===== src/hw/rtl/hmt_pkg.sv =====
// hmt_pkg: shared types and constants of the hit-or-miss transform core
// request and result payloads, pixel classes, register indexes, element geometry
// no dependencies
package hmt_pkg;

    // structuring element geometry
    localparam int ELEMENT_SIZE    = 5;
    localparam int WIN_SIZE        = 2 * ELEMENT_SIZE - 1;
    localparam int MASK_W          = ELEMENT_SIZE * ELEMENT_SIZE;
    localparam int ORIGIN_W        = 3;
    localparam int SIZE_REG_W      = 11;
    localparam int CFG_DATA_W      = MASK_W;
    localparam int CFG_INDEX_W     = 3;
    localparam int JOB_QUEUE_DEPTH = 4;

    // register indexes
    localparam logic [CFG_INDEX_W-1:0] REG_HIT_MASK   = 3'd0;
    localparam logic [CFG_INDEX_W-1:0] REG_MISS_MASK  = 3'd1;
    localparam logic [CFG_INDEX_W-1:0] REG_HIT_OROW   = 3'd2;
    localparam logic [CFG_INDEX_W-1:0] REG_HIT_OCOL   = 3'd3;
    localparam logic [CFG_INDEX_W-1:0] REG_MISS_OROW  = 3'd4;
    localparam logic [CFG_INDEX_W-1:0] REG_MISS_OCOL  = 3'd5;
    localparam logic [CFG_INDEX_W-1:0] REG_IMG_WIDTH  = 3'd6;
    localparam logic [CFG_INDEX_W-1:0] REG_IMG_HEIGHT = 3'd7;

    // request kinds
    localparam logic FUNC_PIXEL = 1'b0;
    localparam logic FUNC_DRAIN = 1'b1;

    // pixel values
    localparam logic [7:0] PIXEL_FG = 8'd255;
    localparam logic [7:0] PIXEL_BG = 8'd0;

    // pixel classes held in the line buffer
    typedef enum logic [1:0] {
        CLS_NEITHER = 2'd0,
        CLS_FG      = 2'd1,
        CLS_BG      = 2'd2
    } hmt_cls_t;

    typedef struct packed {
        logic       func;
        logic [7:0] pixel;
    } hmt_req_t;

    typedef struct packed {
        logic [7:0] out_pixel;
        logic       last;
    } hmt_rsp_t;

    // element settings seen by the evaluation side
    typedef struct packed {
        logic [MASK_W-1:0]   hit_mask;
        logic [MASK_W-1:0]   miss_mask;
        logic [ORIGIN_W-1:0] hit_orow;
        logic [ORIGIN_W-1:0] hit_ocol;
        logic [ORIGIN_W-1:0] miss_orow;
        logic [ORIGIN_W-1:0] miss_ocol;
    } hmt_elem_cfg_t;

endpackage


===== src/hw/rtl/hmt_job_queue.sv =====
// hmt_job_queue: small fifo of output positions between front and back
// depends on hmt_pkg for its depth
module hmt_job_queue #(
    parameter int DATA_W = 32
) (
    input  logic              clk,
    input  logic              rst_n,
    input  logic              push,
    input  logic [DATA_W-1:0] push_data,
    output logic              full,
    input  logic              pop,
    output logic              head_valid,
    output logic [DATA_W-1:0] head_data
);
    import hmt_pkg::*;

    localparam int PW = $clog2(JOB_QUEUE_DEPTH);
    localparam int NW = $clog2(JOB_QUEUE_DEPTH + 1);

    logic [JOB_QUEUE_DEPTH-1:0][DATA_W-1:0] entry_reg;
    logic [PW-1:0] wr_ptr_reg;
    logic [PW-1:0] rd_ptr_reg;
    logic [NW-1:0] count_reg;

    assign full       = (count_reg == NW'(JOB_QUEUE_DEPTH));
    assign head_valid = (count_reg != '0);
    assign head_data  = entry_reg[rd_ptr_reg];

    // storage
    always_ff @(posedge clk)
    begin
        if (push)
        begin
            entry_reg[wr_ptr_reg] <= push_data;
        end
    end

    // pointers and fill count
    always_ff @(posedge clk or negedge rst_n)
    begin
        if (!rst_n)
        begin
            wr_ptr_reg <= '0;
            rd_ptr_reg <= '0;
            count_reg  <= '0;
        end
        else
        begin
            if (push)
            begin
                wr_ptr_reg <= (wr_ptr_reg == PW'(JOB_QUEUE_DEPTH - 1)) ? '0 : wr_ptr_reg + 1'b1;
            end
            if (pop)
            begin
                rd_ptr_reg <= (rd_ptr_reg == PW'(JOB_QUEUE_DEPTH - 1)) ? '0 : rd_ptr_reg + 1'b1;
            end
            if (push && !pop)
            begin
                count_reg <= count_reg + 1'b1;
            end
            else if (pop && !push)
            begin
                count_reg <= count_reg - 1'b1;
            end
        end
    end

`ifndef NO_ASSERTIONS
    a_no_overflow: assert property (@(posedge clk) disable iff (!rst_n)
        push |-> (!full || pop))
        else $error("job queue overflow");
`endif

endmodule


===== config.mk =====
export PLATFORM = sky130hd
export DESIGN_NAME = hmt_job_queue
export DESIGN_NICKNAME = d
export VERILOG_FILES = /design/src/hw/rtl/hmt_pkg.sv /design/src/hw/rtl/hmt_job_queue.sv
export SDC_FILE = /design/constraint.sdc
export NUM_CORES = 1
export LEC_CHECK = 0
export BUFFER_PORTS_ARGS = -buffer_cell sky130_fd_sc_hd__buf_2
export CORE_MARGIN = 10
export CORE_UTILIZATION = 25
export DETAILED_ROUTE_END_ITERATION = 16
export GPL_ROUTABILITY_DRIVEN = 0
export PLACE_DENSITY_LB_ADDON = 0.08
export SLEW_MARGIN = 10
export SYNTH_ARGS = -nofsm -noshare
export SYNTH_HDL_FRONTEND = slang
export SYNTH_SLANG_ARGS = --single-unit

===== constraint.sdc =====
create_clock -name clk -period 2 [get_ports clk]
set_clock_uncertainty 0.15 [all_clocks]
set_input_delay 0.3 -clock clk [delete_from_list [all_inputs] [get_ports clk]]
set_output_delay 0.3 -clock clk [all_outputs]
set_load 0.1 [all_outputs]

### Yosys cells after proc, flatten, opt, wreduce, memory -nomap -nowiden

Cells that the tools add are included.

| cells by class | value |
|---|---|
| add/sub/neg operators | 4 |
| magnitude comparators | 3 |
| equality and inequality tests | 3 |
| mux-type cells | 9 |
| reduce and logical (&&, ||, !) cells | 7 |

Operators with widths:

| cell | number |
|---|---|
| $bwmux 128 | 1 |
| $bmux 32 s2 | 1 |
| $demux 32 s2 | 1 |
| $mux 32 | 2 |
| $lt 2x3->1 const B | 2 |
| $mux 3 | 2 |
| $add 2x1->2 const B | 2 |
| $eq 2x2->1 const B | 2 |
| $mux 2 | 2 |
| $add 3x1->3 const B | 1 |
| $eq 3x3->1 const B | 1 |
| $logic_and 1x1->1 | 3 |
| $reduce_bool 3->1 | 1 |
| $sub 3x1->3 const B | 1 |
| $ge 2x1->1 const B | 1 |
| $logic_not 1->1 | 2 |
| $reduce_bool 2->1 | 1 |

| word-level totals | value |
|---|---|
| flip-flop bits (word level) | 135 |
| output and inout port bits | 34 |
| logic and storage cells | 33 |

### Depth between registers and ports, before layout

| logic depth | value |
|---|---|
| depth after elaboration | 5 |
| mapped depth | 7 |
| depth with buffers taken out | 7 |

### Least setup slack after synthesis

Ideal clock, no wire load.

| timing path | value |
|---|---|
| path type | reg2out |
| from | register count_reg[0] |
| to | output port full |
| arrival | 2.647 ns |
| setup slack | -1.097 ns |
| cell stages (with the launch flop) | 2 |
| cell sequence | dfrtp_1 nor3b_1 |

| between the ends | value |
|---|---|
| longest elaborated chain between the ends | 1 |

RTL lines:

| what | RTL line | source |
|---|---|---|
| start: declaration | hmt_job_queue.sv:23 | `logic [NW-1:0] count_reg;` |
| start signal: assignment | hmt_job_queue.sv:59 | `count_reg <= count_reg + 1'b1;` |
| start signal: assignment | hmt_job_queue.sv:63 | `count_reg <= count_reg - 1'b1;` |
| $eq 3x3->1 | hmt_job_queue.sv:25 | `assign full = (count_reg == NW'(JOB_QUEUE_DEPTH));` |
| end: declaration | hmt_job_queue.sv:10 | `output logic full,` |

No other way between the ends.

### Final worst setup path

| timing path | value |
|---|---|
| from | register rd_ptr_reg[0] |
| to | output port head_data[26] |

| between the ends | value |
|---|---|
| longest elaborated chain between the ends | 2 |

RTL lines:

| what | RTL line | source |
|---|---|---|
| start: declaration | hmt_job_queue.sv:22 | `logic [PW-1:0] rd_ptr_reg;` |
| start signal: assignment | hmt_job_queue.sv:55 | `rd_ptr_reg <= (rd_ptr_reg == PW'(JOB_QUEUE_DEPTH - 1)) ? '0 : rd_ptr_reg + 1'b1;` |
| $bmux 32 s2 | hmt_job_queue.sv:27 | `assign head_data = entry_reg[rd_ptr_reg];` |
| $mux 32 (not written as such) | hmt_job_queue.sv:27 |  |
| end: declaration | hmt_job_queue.sv:13 | `output logic [DATA_W-1:0] head_data` |

No other way between the ends. The select of a mux whose other input is x is not followed.

==> metrics.yaml <==
outcome:
  outcome: "finished, violations left"
  violations: "negative setup slack"
layout:
  area_growth_pct: 42.17
  drive_gt1_share_pct: 46.15
  utilization_pct: 35.94
  fill_cells: 1847
  largest_register_ffs: 128
  fin_nets: 381
  diodes: 0
timing:
  tightest_slew_ns: 0.2909
  period_share_pct: 114.7
  fin_ws_ns: -0.2941
  slew_violations: 0
  hold_violations: 0
  fmax_mhz: 435.9
  rsz0062_at_grt: "true"
  relSlewSlack_pct: 80.61
  min_period_ns: 2.294
  setup-violations-final: 32
die:
  fp.dieH_um: 162.6
  die_x_um: 162.6
  die_area_mm2: 0.02643
  start_util_pct: 25.28
  io_pins: 70
  core_mm2: 0.02010
  fp-row-count: 52
clocking:
  clk_path_buf_depth: 2
  clkTransAtPathRegs_ns: 0.06
  cts_buffers: 17
  tritoncts: "built"
  clock_latency_ns: 0.41
  htreeDepth: 4
  cts_num_sinks: 135
  clk_root_buffer_cell: "clkbuf_16"
synthesis:
  yosysSeqAreaShare_pct: 79.07
  syn-instance-count: 205
  synth_nets: 248
  yosys_warnings: 0
  syn_avg_cell_area_um2: 24.79
  netlist_area_mm2: 0.005082
  yosysUniqueCellTypes: 20
  ys_ff_latch: 135
critical_path:
  rrSetupSlack_ns: 0.22
  crit_required_ns: 1.55
  arrival_ns: 1.84
  critPathKind: "reg2out"
  cp_max_fo: 8
  startpoint_type: "flip-flop"
  end_kind: "output pin"
placed_design:
  portBuffers: 69
  place_hpwl_mm: 6.772
  dp_slack_ns: 0.006123
routing:
  first_iter_violations: 110
  first_pass_iters: 4
  ant_nets: 0
  via_count: 2446
  viasPerCell: 3.939
  avgRoutedWirePerCell_um: 17.64
  routed_wl_mm: 10.95
  drc: 0
global_route:
  grt_max_degree: 22
  grt_pass1_wl_mm: 16.90
  grt_pass1_vias: 2795
  globalRouteOverflowTotal: 0
  track_usage_pct: 8.680
  antenna_found_initial: 0
worst_hold_path:
  min_path_type: "in2reg"
job:
  maxCapViolCount: 0
-- layout make-up --
type	instances	area [µm²]	share of cell area (%)
clock inverters	14	151.4	2.095
well taps	270	337.8	4.675
inverters	4	15.01	0.2078
clock buffers	18	429.2	5.939
flip-flops and latches	135	4023	55.67
repair buffers	122	1306	18.08
multi-input cells	58	963.4	13.33
-- stage by stage --
step / TNS (ns) / cell area (µm²) / hold WS, ns / std cells
finish: -7.794 / 7226 / 0.04702 / 621
global route: -10.11 / 7226 / 0.04992 / 621
CTS: -9.060 / 7188 / 0.03358 / 619
detailed placement: 0 / 6077 / 0.01042 / 549
global placement: 0 / 6077 / 0.005560 / 549
floorplan: 0 / 5094 / -0.1456 / 205
-- logic make-up (layout without fill, tap and decap cells) --
logic type                 Yosys count  in the layout  synth area share (%)
and+or+nand+nor                     11             11                 1.133
AOI/OAI and AO/OA                    2              2                0.1970
xor gates and xnor gates             3              3                0.5171
buffers and inverters               12            158                 2.068
adders and majority gates            7              7                 1.871
muxes                               35             35                 15.14
DFF                                135            135                 79.07
-- layout by cell type, fill, tap and decap left out, types with 3 or more instances in the layout --
master,Yosys,layout
and2_2,0,4
buf_12,3,23
buf_2,3,35
buf_4,0,11
buf_6,1,14
buf_8,0,5
clkbuf_16,0,18
clkinv_2,0,3
clkinv_4,0,4
dfrtp_1,7,4
dfrtp_2,0,3
dlygate4sd3_1,0,33
edfxtp_1,128,128
ha_1,6,6
inv_1,4,4
inv_6,0,3
mux2_2,3,3
mux4_2,28,31
nor2_1,3,3
-- critical path, cell delays in order (launching register included) --
cell     delay (ns)
dfrtp_2        0.38
buf_6          0.15
buf_12         0.15
mux4_2         0.55
buf_8          0.20
-- repair_timing --
item,CTS,global route
gates resized for setup,51,7
endpoints found under the hold margin,135,0
endpoints found under the setup margin,34,33
gates cloned,1,1
hold buffers,33,0
pin swaps,0,0
buffers inserted,4,2
-- metal layers --
metal  vias to the layer above  part of all wire, %  global-route usage (%)
li1                       1127                    -                       -
met1                      1258                   45                   10.63
met2                        50                   48                   13.33
met3                        11                  5.1                   3.413
met4                         0                  1.3                   3.811
met5                         -                    0                       0
-- synthesized netlist by cell type --
cell type / count / area [µm²]
clkbuf_1: 1 / 3.750
o21ai_0: 2 / 10.01
xor2_1: 2 / 17.52
dfrtp_1: 7 / 175.2
nand2_1: 2 / 7.510
edfxtp_1: 128 / 3844
or3_1: 1 / 6.260
nor2_1: 3 / 11.26
buf_12: 3 / 60.06
mux4_2: 28 / 630.6
fa_1: 1 / 20.02
ha_1: 6 / 75.07
nor3b_1: 1 / 7.510
mux2_2: 3 / 33.78
inv_1: 4 / 15.01
mux4_1: 4 / 105.1
and2_1: 4 / 25.02
buf_6: 1 / 11.26
buf_2: 3 / 15.01
xnor2_1: 1 / 8.760
-- final timing paths --
check | startpoint | end | cells after the start
hold reg to reg | count_reg[2] | count_reg[2] | 1
hold / removal | pop | rd_ptr_reg[1] | 2
max in group asynchronous | rst_n | rd_ptr_reg[0] | 2
min in group asynchronous | rst_n | count_reg[2] | 2
setup reg to reg | rd_ptr_reg[0] | rd_ptr_reg[1] | 6
setup / recovery | rd_ptr_reg[0] | head_data[26] | 4
Power is left out: the tool's default activity adds up to more than one toggle a clock period on the data nets, which glitch-free logic cannot reach.
