`config.mk`:
```
export PLATFORM = sky130hd
export DESIGN_NAME = hmt_front
export DESIGN_NICKNAME = d
export VERILOG_FILES = /design/src/hw/rtl/hmt_pkg.sv /design/src/hw/rtl/hmt_front.sv
export SDC_FILE = /design/constraint.sdc
export NUM_CORES = 1
export LEC_CHECK = 0
export BUFFER_PORTS_ARGS = -buffer_cell sky130_fd_sc_hd__buf_2
export CORE_MARGIN = 1
export CORE_UTILIZATION = 55
export DETAILED_ROUTE_END_ITERATION = 6
export PLACE_DENSITY = 0.73
export REMOVE_ABC_BUFFERS = 1
export SYNTH_ARGS = -nofsm -noshare
export SYNTH_HDL_FRONTEND = slang
export SYNTH_SLANG_ARGS = --single-unit
export TNS_END_PERCENT = 30
```
`constraint.sdc`:
```
create_clock -name clk -period 20.9 [get_ports clk]
set_input_delay 1.045 -clock clk [delete_from_list [all_inputs] [get_ports clk]]
set_output_delay 1.045 -clock clk [all_outputs]
set_load 0.02 [all_outputs]
```
`src/hw/rtl/hmt_pkg.sv`:
```
// hmt_pkg: shared types and constants of the hit-or-miss transform core
// request and result payloads, pixel classes, register indexes, element geometry
// no dependencies
package hmt_pkg;

    // structuring element geometry
    localparam int ELEMENT_SIZE    = 5;
    localparam int WIN_SIZE        = 2 * ELEMENT_SIZE - 1;
    localparam int MASK_W          = ELEMENT_SIZE * ELEMENT_SIZE;
    localparam int ORIGIN_W        = 3;
    localparam int SIZE_REG_W      = 11;
    localparam int CFG_DATA_W      = MASK_W;
    localparam int CFG_INDEX_W     = 3;
    localparam int JOB_QUEUE_DEPTH = 4;

    // register indexes
    localparam logic [CFG_INDEX_W-1:0] REG_HIT_MASK   = 3'd0;
    localparam logic [CFG_INDEX_W-1:0] REG_MISS_MASK  = 3'd1;
    localparam logic [CFG_INDEX_W-1:0] REG_HIT_OROW   = 3'd2;
    localparam logic [CFG_INDEX_W-1:0] REG_HIT_OCOL   = 3'd3;
    localparam logic [CFG_INDEX_W-1:0] REG_MISS_OROW  = 3'd4;
    localparam logic [CFG_INDEX_W-1:0] REG_MISS_OCOL  = 3'd5;
    localparam logic [CFG_INDEX_W-1:0] REG_IMG_WIDTH  = 3'd6;
    localparam logic [CFG_INDEX_W-1:0] REG_IMG_HEIGHT = 3'd7;

    // request kinds
    localparam logic FUNC_PIXEL = 1'b0;
    localparam logic FUNC_DRAIN = 1'b1;

    // pixel values
    localparam logic [7:0] PIXEL_FG = 8'd255;
    localparam logic [7:0] PIXEL_BG = 8'd0;

    // pixel classes held in the line buffer
    typedef enum logic [1:0] {
        CLS_NEITHER = 2'd0,
        CLS_FG      = 2'd1,
        CLS_BG      = 2'd2
    } hmt_cls_t;

    typedef struct packed {
        logic       func;
        logic [7:0] pixel;
    } hmt_req_t;

    typedef struct packed {
        logic [7:0] out_pixel;
        logic       last;
    } hmt_rsp_t;

    // element settings seen by the evaluation side
    typedef struct packed {
        logic [MASK_W-1:0]   hit_mask;
        logic [MASK_W-1:0]   miss_mask;
        logic [ORIGIN_W-1:0] hit_orow;
        logic [ORIGIN_W-1:0] hit_ocol;
        logic [ORIGIN_W-1:0] miss_orow;
        logic [ORIGIN_W-1:0] miss_ocol;
    } hmt_elem_cfg_t;

endpackage

```
`src/hw/rtl/hmt_front.sv`:
```
// hmt_front: takes requests, classifies pixels into the line buffer,
// tracks input and output raster positions and issues output jobs
// depends on hmt_pkg
module hmt_front #(
    parameter int MAX_WIDTH  = 1024,
    parameter int MAX_HEIGHT = 1024,
    parameter int ROW_SLOTS  = 10,
    localparam int CW = $clog2(MAX_WIDTH + 1),
    localparam int RW = $clog2(MAX_HEIGHT + 1),
    localparam int AW = $clog2(MAX_WIDTH),
    localparam int SW = $clog2(ROW_SLOTS)
) (
    input  logic              clk,
    input  logic              rst_n,
    input  logic              req_valid,
    output logic              req_ready,
    input  hmt_pkg::hmt_req_t req,
    input  logic [CW-1:0]     width,
    input  logic [RW-1:0]     height,
    input  logic              pend_valid,
    input  logic [RW-1:0]     pend_row,
    output logic              wr_en,
    output logic [SW-1:0]     wr_slot,
    output logic [AW-1:0]     wr_addr,
    output logic [1:0]        wr_data,
    input  logic              job_full,
    output logic              job_push,
    output logic [RW-1:0]     job_row,
    output logic [CW-1:0]     job_col,
    output logic [SW-1:0]     job_slot,
    output logic              job_last
);
    import hmt_pkg::*;

    localparam int LIM = ROW_SLOTS - ELEMENT_SIZE;

    function automatic logic [SW-1:0] slot_inc(input logic [SW-1:0] s);
        return (s == SW'(ROW_SLOTS - 1)) ? '0 : s + 1'b1;
    endfunction

    logic [RW-1:0] in_row_reg,  in_row_next;
    logic [CW-1:0] in_col_reg,  in_col_next;
    logic [SW-1:0] in_slot_reg, in_slot_next;
    logic [RW-1:0] out_row_reg,  out_row_next;
    logic [CW-1:0] out_col_reg,  out_col_next;
    logic [SW-1:0] out_slot_reg, out_slot_next;
    logic          fid_reg,  fid_next;
    logic          hold_reg, hold_next;

    logic [RW-1:0] or1, ir1, ir2;
    logic [CW-1:0] oc1, ic1, ic2, oc3;
    logic [SW-1:0] os1, is1, is2;
    logic          fid1, fid2;
    logic          is_pixel, emit, last, accept, block;
    logic [RW:0]   nr_a, nr, h_m1;
    logic [CW:0]   nc_a, nc, w_m1;
    logic [RW-1:0] guard_row;
    logic [RW+3:0] lim_row;
    logic [1:0]    cls;

    // positions brought back inside the frame, then the pixel write
    always_comb
    begin
        or1  = out_row_reg;
        oc1  = out_col_reg;
        os1  = out_slot_reg;
        ir1  = in_row_reg;
        ic1  = in_col_reg;
        is1  = in_slot_reg;
        fid1 = fid_reg;
        if (oc1 >= width)
        begin
            oc1 = '0;
            or1 = or1 + 1'b1;
            os1 = slot_inc(os1);
        end
        if (or1 >= height)
        begin
            or1  = '0;
            oc1  = '0;
            os1  = '0;
            ir1  = '0;
            ic1  = '0;
            is1  = '0;
            fid1 = 1'b0;
        end
        if (!fid1)
        begin
            if (ic1 >= width)
            begin
                ic1 = '0;
                ir1 = ir1 + 1'b1;
                is1 = slot_inc(is1);
            end
            if (ir1 >= height)
            begin
                fid1 = 1'b1;
            end
        end

        is_pixel = (req.func == FUNC_PIXEL) && !fid1;
        ir2  = ir1;
        ic2  = ic1;
        is2  = is1;
        fid2 = fid1;
        if (is_pixel)
        begin
            ic2 = ic1 + 1'b1;
            if (ic2 >= width)
            begin
                ic2 = '0;
                ir2 = ir1 + 1'b1;
                is2 = slot_inc(is1);
                if (ir2 >= height)
                begin
                    fid2 = 1'b1;
                end
            end
        end

        // window readiness
        nr_a = {1'b0, or1} + (RW+1)'(ELEMENT_SIZE - 1);
        h_m1 = {1'b0, height} - 1'b1;
        nr   = (nr_a > h_m1) ? h_m1 : nr_a;
        nc_a = {1'b0, oc1} + (CW+1)'(ELEMENT_SIZE - 1);
        w_m1 = {1'b0, width} - 1'b1;
        nc   = (nc_a > w_m1) ? w_m1 : nc_a;
        emit = fid2 || ({1'b0, ir2} > nr) || (({1'b0, ir2} == nr) && ({1'b0, ic2} > nc));
        last = (or1 == height - 1'b1) && (oc1 == width - 1'b1);
        oc3  = oc1 + 1'b1;
    end

    // keep writes clear of line buffer rows the back still has to read
    always_comb
    begin
        guard_row = pend_valid ? pend_row : or1;
        lim_row   = (RW+4)'(guard_row) + (RW+4)'(LIM);
        block     = !fid1 && ((RW+4)'(ir1) > lim_row);
    end

    assign req_ready = !job_full && !(hold_reg && pend_valid) && !block;
    assign accept    = req_valid && req_ready;

    // pixel class
    always_comb
    begin
        if (req.pixel == PIXEL_FG)
        begin
            cls = CLS_FG;
        end
        else if (req.pixel == PIXEL_BG)
        begin
            cls = CLS_BG;
        end
        else
        begin
            cls = CLS_NEITHER;
        end
    end

    assign wr_en   = accept && is_pixel;
    assign wr_slot = is1;
    assign wr_addr = ic1[AW-1:0];
    assign wr_data = cls;

    assign job_push = accept && emit;
    assign job_row  = or1;
    assign job_col  = oc1;
    assign job_slot = os1;
    assign job_last = last;

    // next positions
    always_comb
    begin
        in_row_next   = in_row_reg;
        in_col_next   = in_col_reg;
        in_slot_next  = in_slot_reg;
        out_row_next  = out_row_reg;
        out_col_next  = out_col_reg;
        out_slot_next = out_slot_reg;
        fid_next      = fid_reg;
        hold_next     = hold_reg;
        if (!pend_valid)
        begin
            hold_next = 1'b0;
        end
        if (accept)
        begin
            in_row_next   = ir2;
            in_col_next   = ic2;
            in_slot_next  = is2;
            fid_next      = fid2;
            out_row_next  = or1;
            out_col_next  = oc1;
            out_slot_next = os1;
            if (emit && last)
            begin
                in_row_next   = '0;
                in_col_next   = '0;
                in_slot_next  = '0;
                fid_next      = 1'b0;
                out_row_next  = '0;
                out_col_next  = '0;
                out_slot_next = '0;
                hold_next     = 1'b1;
            end
            else if (emit)
            begin
                if (oc3 >= width)
                begin
                    out_col_next  = '0;
                    out_row_next  = or1 + 1'b1;
                    out_slot_next = slot_inc(os1);
                end
                else
                begin
                    out_col_next = oc3;
                end
            end
        end
    end

    always_ff @(posedge clk or negedge rst_n)
    begin
        if (!rst_n)
        begin
            in_row_reg   <= '0;
            in_col_reg   <= '0;
            in_slot_reg  <= '0;
            out_row_reg  <= '0;
            out_col_reg  <= '0;
            out_slot_reg <= '0;
            fid_reg      <= 1'b0;
            hold_reg     <= 1'b0;
        end
        else
        begin
            in_row_reg   <= in_row_next;
            in_col_reg   <= in_col_next;
            in_slot_reg  <= in_slot_next;
            out_row_reg  <= out_row_next;
            out_col_reg  <= out_col_next;
            out_slot_reg <= out_slot_next;
            fid_reg      <= fid_next;
            hold_reg     <= hold_next;
        end
    end

endmodule

```
# Word-level counts from Yosys, hierarchy flattened
# Cells that the tools add are included.
[op_classes]
addsub = 17
n_mul = 0
div_mod_pow = 0
magnitude_cmp = 12
n_eq_ne = 8
n_shift = 0
mux = 53
bitwise = 1
reduce_logical = 18
[op_table]
columns = ["cell", "n"]
rows = [
  ["11-bit 2-to-1 mux", 24],
  ["11-bit greater-or-equal comparator", 7],
  ["11-bit by 1-bit adder with 11-bit output (second input constant)", 6],
  ["4-bit 2-to-1 mux", 15],
  ["11-bit by 3-bit adder with 12-bit output (second input constant)", 3],
  ["11-bit by 12-bit > comparator with 1-bit output", 3],
  ["12-bit > comparator", 2],
  ["12-bit 2-to-1 mux", 2],
  ["11-bit by 1-bit subtractor with 12-bit output (second input constant)", 2],
  ["11-bit equality test", 2],
  ["11-bit by 1-bit subtractor with 11-bit output (second input constant)", 2],
  ["4-bit by 1-bit adder with 4-bit output (second input constant)", 4],
  ["4-bit equality test (second input constant)", 4],
  ["11-bit by 12-bit equality test with 1-bit output", 1],
  ["1-bit logical AND", 11],
  ["1-bit 2-to-1 mux", 10],
  ["8-bit equality test (second input constant)", 1],
  ["8-bit logical NOT", 1],
  ["1-bit logical NOT", 4],
  ["2-bit 2-to-1 mux", 2],
  ["1-bit logical OR", 2],
  ["1-bit inverter", 1],
]
[word_totals]
register_bits = 54
latchBits = 0
ram_bits = 0
mem_bits_ro = 0
inputBits = 47
memories = 0

# Depth between registers and ports, before layout
[logic_depth]
ltp_word = 19
depth_mapped = 60
mapped_depth_nobuf = 52

# Worst setup path before layout
# OpenSTA, ideal clock, no wires.
[synth_timing]
path_type = "input to output"
startpoint = "input port width[4]"
endpoint = "output port job_push"
t_arrival_ns = 11.760
required_time_ns = 19.855
slack_ns = 8.095
stages = 51
path_cell_list = "clkbuf_1 > inv_1 > ha_1 > and4_1 > a21oi_1 > o21ai_0 > xnor2_1 > inv_1 > ha_1 > and3_1 > a221o_1 > a41oi_2 > o21a_1 > buf_2 > clkbuf_1 > clkbuf_1 > clkbuf_1 > and2_1 > (+15 left out) > o2111ai_1 > o21ai_0 > o211ai_1 > a21oi_1 > nor2b_1 > clkbuf_1 > inv_1 > nor4b_1 > nand4_1 > xnor2_1 > ha_1 > and4_1 > nand4_1 > or2_2 > o221ai_2 > a31oi_1 > or2_4 > and2_4"
[synth_lines]
columns = ["item", "line", "source"]
rows = [
  ["start, declared", "hmt_front.sv:18", "input logic [CW-1:0] width,"],
  ["11-bit greater-or-equal comparator", "hmt_front.sv:71", "if (oc1 >= width)"],
  ["11-bit 2-to-1 mux", "hmt_front.sv:71", ""],
  ["11-bit greater-or-equal comparator", "hmt_front.sv:77", "if (or1 >= height)"],
  ["11-bit 2-to-1 mux", "hmt_front.sv:77", ""],
  ["11-bit greater-or-equal comparator", "hmt_front.sv:89", "if (ic1 >= width)"],
  ["11-bit 2-to-1 mux", "hmt_front.sv:89", ""],
  ["11-bit 2-to-1 mux *", "hmt_front.sv:87", "if (!fid1)"],
  ["named net wr_addr[0]", "hmt_front.sv:24", "output logic [AW-1:0] wr_addr,"],
  ["11-bit by 1-bit adder with 11-bit output", "hmt_front.sv:108", "ic2 = ic1 + 1'b1;"],
  ["11-bit greater-or-equal comparator", "hmt_front.sv:109", "if (ic2 >= width)"],
  ["11-bit 2-to-1 mux", "hmt_front.sv:109", ""],
  ["11-bit 2-to-1 mux", "hmt_front.sv:106", "if (is_pixel)"],
  ["11-bit by 12-bit > comparator with 1-bit output / 11-bit by 12-bit equality test with 1-bit output (equally long branches)", "hmt_front.sv:128", "emit = fid2 || ({1'b0, ir2} > nr) || (({1'b0, ir2} == nr) && ({1'b0, ic2} > nc));"],
  ["1-bit logical OR / 1-bit logical AND (equally long branches)", "hmt_front.sv:128", ""],
  ["1-bit logical OR *", "hmt_front.sv:128", ""],
  ["1-bit logical AND *", "hmt_front.sv:166", "assign job_push = accept && emit;"],
  ["end, declared", "hmt_front.sv:27", "output logic job_push,"],
]
# The timed path passes the listed nets; every way through them passes the cells marked *. The select of a mux whose other input is x is not followed.

# Worst setup path after layout
[layout_timing]
startpoint = "input port width[5]"
endpoint = "output port job_push"
[layout_via]
elab_chain_cells = 17
[layout_rtl]
columns = ["item", "line"]
rows = [
  ["parallel branches: the longest is 16 deep, another holds 11-bit by 12-bit > comparator with 1-bit output", "--"],
  ["1-bit logical AND *", "hmt_front.sv:166"],
]
# Mark *: on every way between the ends. The select of a mux whose other input is x is not followed.

==> results.sh <==
export IMPL_hold_class="flop to flop"
export IMPL_start_util=0.5629
export IMPL_placed_cell_area_sq_um=10280
export IMPL_fin_util=0.6042
export IMPL_cts_tree="done"
export IMPL_reg2reg_from="out_col_reg[6]$_DFFE_PN0P_"
export IMPL_cts_clk_slew_worst_paths_ns=0.07
export IMPL_max_cap_violations=0
export IMPL_synth_enable_flop_cells=0
export IMPL_post_cts_buffers=0
export IMPL_syn_area_sq_um=9703
export IMPL_die_h_microns=134.8
export IMPL_synthDominantCellAreaShare=0.1908
export IMPL_vdd_drop_max_uv=44.58
export IMPL_layout_nets=1539
export IMPL_crit_path_frequent_cell="ha_1"
export IMPL_path_buf_inv=7
export IMPL_clock_sinks=54
export IMPL_cts_buffers=5
export IMPL_finalClockSkew_ns=0.008245
export IMPL_intPower_mw=0.3291
export IMPL_rows=48
export IMPL_critical_path_top_delay_family="compound AO/OA/AOI/OAI gates"
export IMPL_port_buffers=92
export IMPL_antenna_left=0
export IMPL_grt_pass1_wl_microns=49110
export IMPL_layout_min_cycle_time_ns=14.43
export IMPL_track_usage=0.3457
export IMPL_drc=0
export IMPL_netlist_instances=1294
export IMPL_fp_dieW_microns=134.8
export IMPL_syn_area_per_cell_sq_um=7.498
export IMPL_via_per_inst=6.366
export IMPL_synth_cell_type_count=80
export IMPL_p_sw_mw=0.3402
export IMPL_crit_slowest_cell="o21a_1"
export IMPL_power_leakage_nw=5.030
export IMPL_max_slew_margin=0.1624
export IMPL_setup_viol=0
export IMPL_io_pins=93
export IMPL_seqPwrFrac=0.231
export IMPL_synth_seq_area_share=0.1393
export IMPL_drive_gt1_frac=0.1086
export IMPL_ctsLongestPathBuffers=2
export IMPL_drt_pre_antenna_iters=6
export IMPL_synth_ff_type="dfrtp_1"
export IMPL_timing_fmax_ghz=0.06929
export IMPL_totalWireLength_microns=30930
export IMPL_gp_congestion=0.9662
export IMPL_core_area_sq_um=17240
export IMPL_clockPowerShare=0.129
export IMPL_antenna_found_initial=0
export IMPL_reg2reg_depth=49
export IMPL_num_vias=9988
export IMPL_ys_seq_elements=54
export IMPL_pwr_share_comb=0.640
export IMPL_tightest_slew_ns=1.248
export IMPL_wire_per_inst_microns=19.71
export IMPL_yosysMostFrequentCell="ha_1"
export IMPL_hold_depth=1
export IMPL_synth_top_cell_by_area="ha_1"
export IMPL_fin_crit_sh=0.6905
export IMPL_cp_required_ns=19.85
export IMPL_area_delta_synth_final_pct=7.337
export IMPL_cts_max_level=2
export IMPL_grt_overflow_total=0
export IMPL_crit_cells=49
export IMPL_grt_pass1_vias=9207
export IMPL_rr_endpoint="out_row_reg[7]$_DFFE_PN0P_"
export IMPL_synth_warning_count=0
export IMPL_synth_top_cells_by_count="148 x ha_1, 133 x nand2_1, 109 x nor2_1"
export IMPL_critPathKind="input port to output pin"
export IMPL_ctsResizeCount=0
export IMPL_crit_path_max_incr_delay_ns=0.76
export IMPL_power_density_nw_per_um2=64.27
export IMPL_hold_viol_final=0
export IMPL_drt_iter0_markers=1004
export IMPL_r2r_slack_ns=7.26
export IMPL_outcome="complete, no violations"
export IMPL_cts_hold_buffers_added=0
export IMPL_grt_max_degree=55
export IMPL_n_fill_cell=1607
export IMPL_async_flop_share=1.000
export IMPL_setup_tns_ns=0
export IMPL_start_kind="input port"
export IMPL_synthTopCellsByArea="ha_1 19%, dfrtp_1 14%, xnor2_1 8.0%"
export IMPL_p_sw_frac=0.5083
export IMPL_clk_latency_ns=0.31
export IMPL_antennaDiodeCount=0
export IMPL_dp_hpwl_microns=24040
export IMPL_min_delay_start="hold_reg$_DFF_PN0_"
export IMPL_drv_slew=0
export IMPL_die_area_sq_um=18180
export IMPL_worst_path_max_fanout=40
export IMPL_fin_area_sq_um=10420
export IMPL_cp_end_kind="output pin"
export IMPL_holdPathEnd="hold_reg$_DFF_PN0_"
export IMPL_arrival_ns=13.39
export IMPL_rsz0062_at_grt="no"
export IMPL_cts_root_buf="clkbuf_16"
-- placed cells by master (no fill, tap or decap), types with 31 or more instances in the layout --
cell type | Yosys | final
dfrtp_1 | 54 | 54
ha_1 | 148 | 148
nand2_1 | 133 | 133
xor2_1 | 32 | 32
inv_1 | 77 | 77
buf_2 | 9 | 92
xnor2_1 | 89 | 89
a22o_1 | 31 | 31
o21ai_0 | 70 | 70
nor3_1 | 37 | 37
a21oi_1 | 61 | 61
nand3_1 | 50 | 50
nor2_1 | 109 | 109
-- worst max path at each step --
stage / from / end / slack (ns)
6_report: width[5] / job_push / 6.47
5_1_grt: width[6] / job_push / 5.54
4_1_cts: width[5] / job_push / 6.66
3_5_place_dp: width[5] / job_push / 6.75
3_3_place_gp: width[5] / job_push / 7.27
2_1_floorplan: width[6] / job_push / 8.17
-- cell type report --
cell class | count | area [sq um] | area share
clock buffer | 7 | 132.6 | 0.01273
tap | 225 | 281.5 | 0.02703
timing repair buffer | 100 | 520.5 | 0.04998
multi-input combinational | 1106 | 7840 | 0.7528
sequential | 54 | 1351 | 0.1297
inverter | 77 | 289.0 | 0.02775
-- power groups by stage --
| stage | logic (mW) | registers [mW] | clock network, mW |
|---|---|---|---|
| after global routing | 0.472 | 0.157 | 0.0897 |
| final | 0.428 | 0.154 | 0.0866 |
| after detailed placement | 0.418 | 0.155 | 0 |
| after CTS | 0.422 | 0.153 | 0.0863 |
| after global placement | 0.412 | 0.154 | 0 |
| after floorplan | 0.296 | 0.143 | 0 |
-- per-layer routing --
metal | GRT usage | vias up | part of all wire
li1 | - | 4776 | -
met1 | 0.4735 | 4599 | 0.44
met2 | 0.5369 | 518 | 0.44
met3 | 0.04354 | 95 | 0.080
met4 | 0.1654 | 0 | 0.046
met5 | 0 | - | 0
-- through the flow --
step | cells | power [mW] | hold WS, ns | setup WS (ns)
after global placement | 1562 | 0.5661 | 0.5012 | 7.271
after floorplan | 1237 | 0.4386 | 0.4497 | 8.167
after CTS | 1569 | 0.6611 | 0.5199 | 6.656
after detailed placement | 1562 | 0.5729 | 0.4953 | 6.750
final | 1569 | 0.6694 | 0.5148 | 6.469
after global routing | 1569 | 0.7181 | 0.5437 | 5.545
-- kinds of logic (layout without fill, tap and decap cells) --
| logic type | count (synthesis) | in the layout | share of synthesized area |
|---|---|---|---|
| AND/OR/NAND/NOR | 497 | 497 | 0.2562 |
| adder cells (fa/ha/maj) | 148 | 148 | 0.1908 |
| AO/OA/AOI/OAI | 313 | 313 | 0.2215 |
| flip-flops | 54 | 54 | 0.1393 |
| multiplexers | 27 | 27 | 0.02940 |
| XOR/XNOR | 121 | 121 | 0.1092 |
| buffers and inverters | 134 | 184 | 0.05351 |
Power figures use the tool's default switching activity.
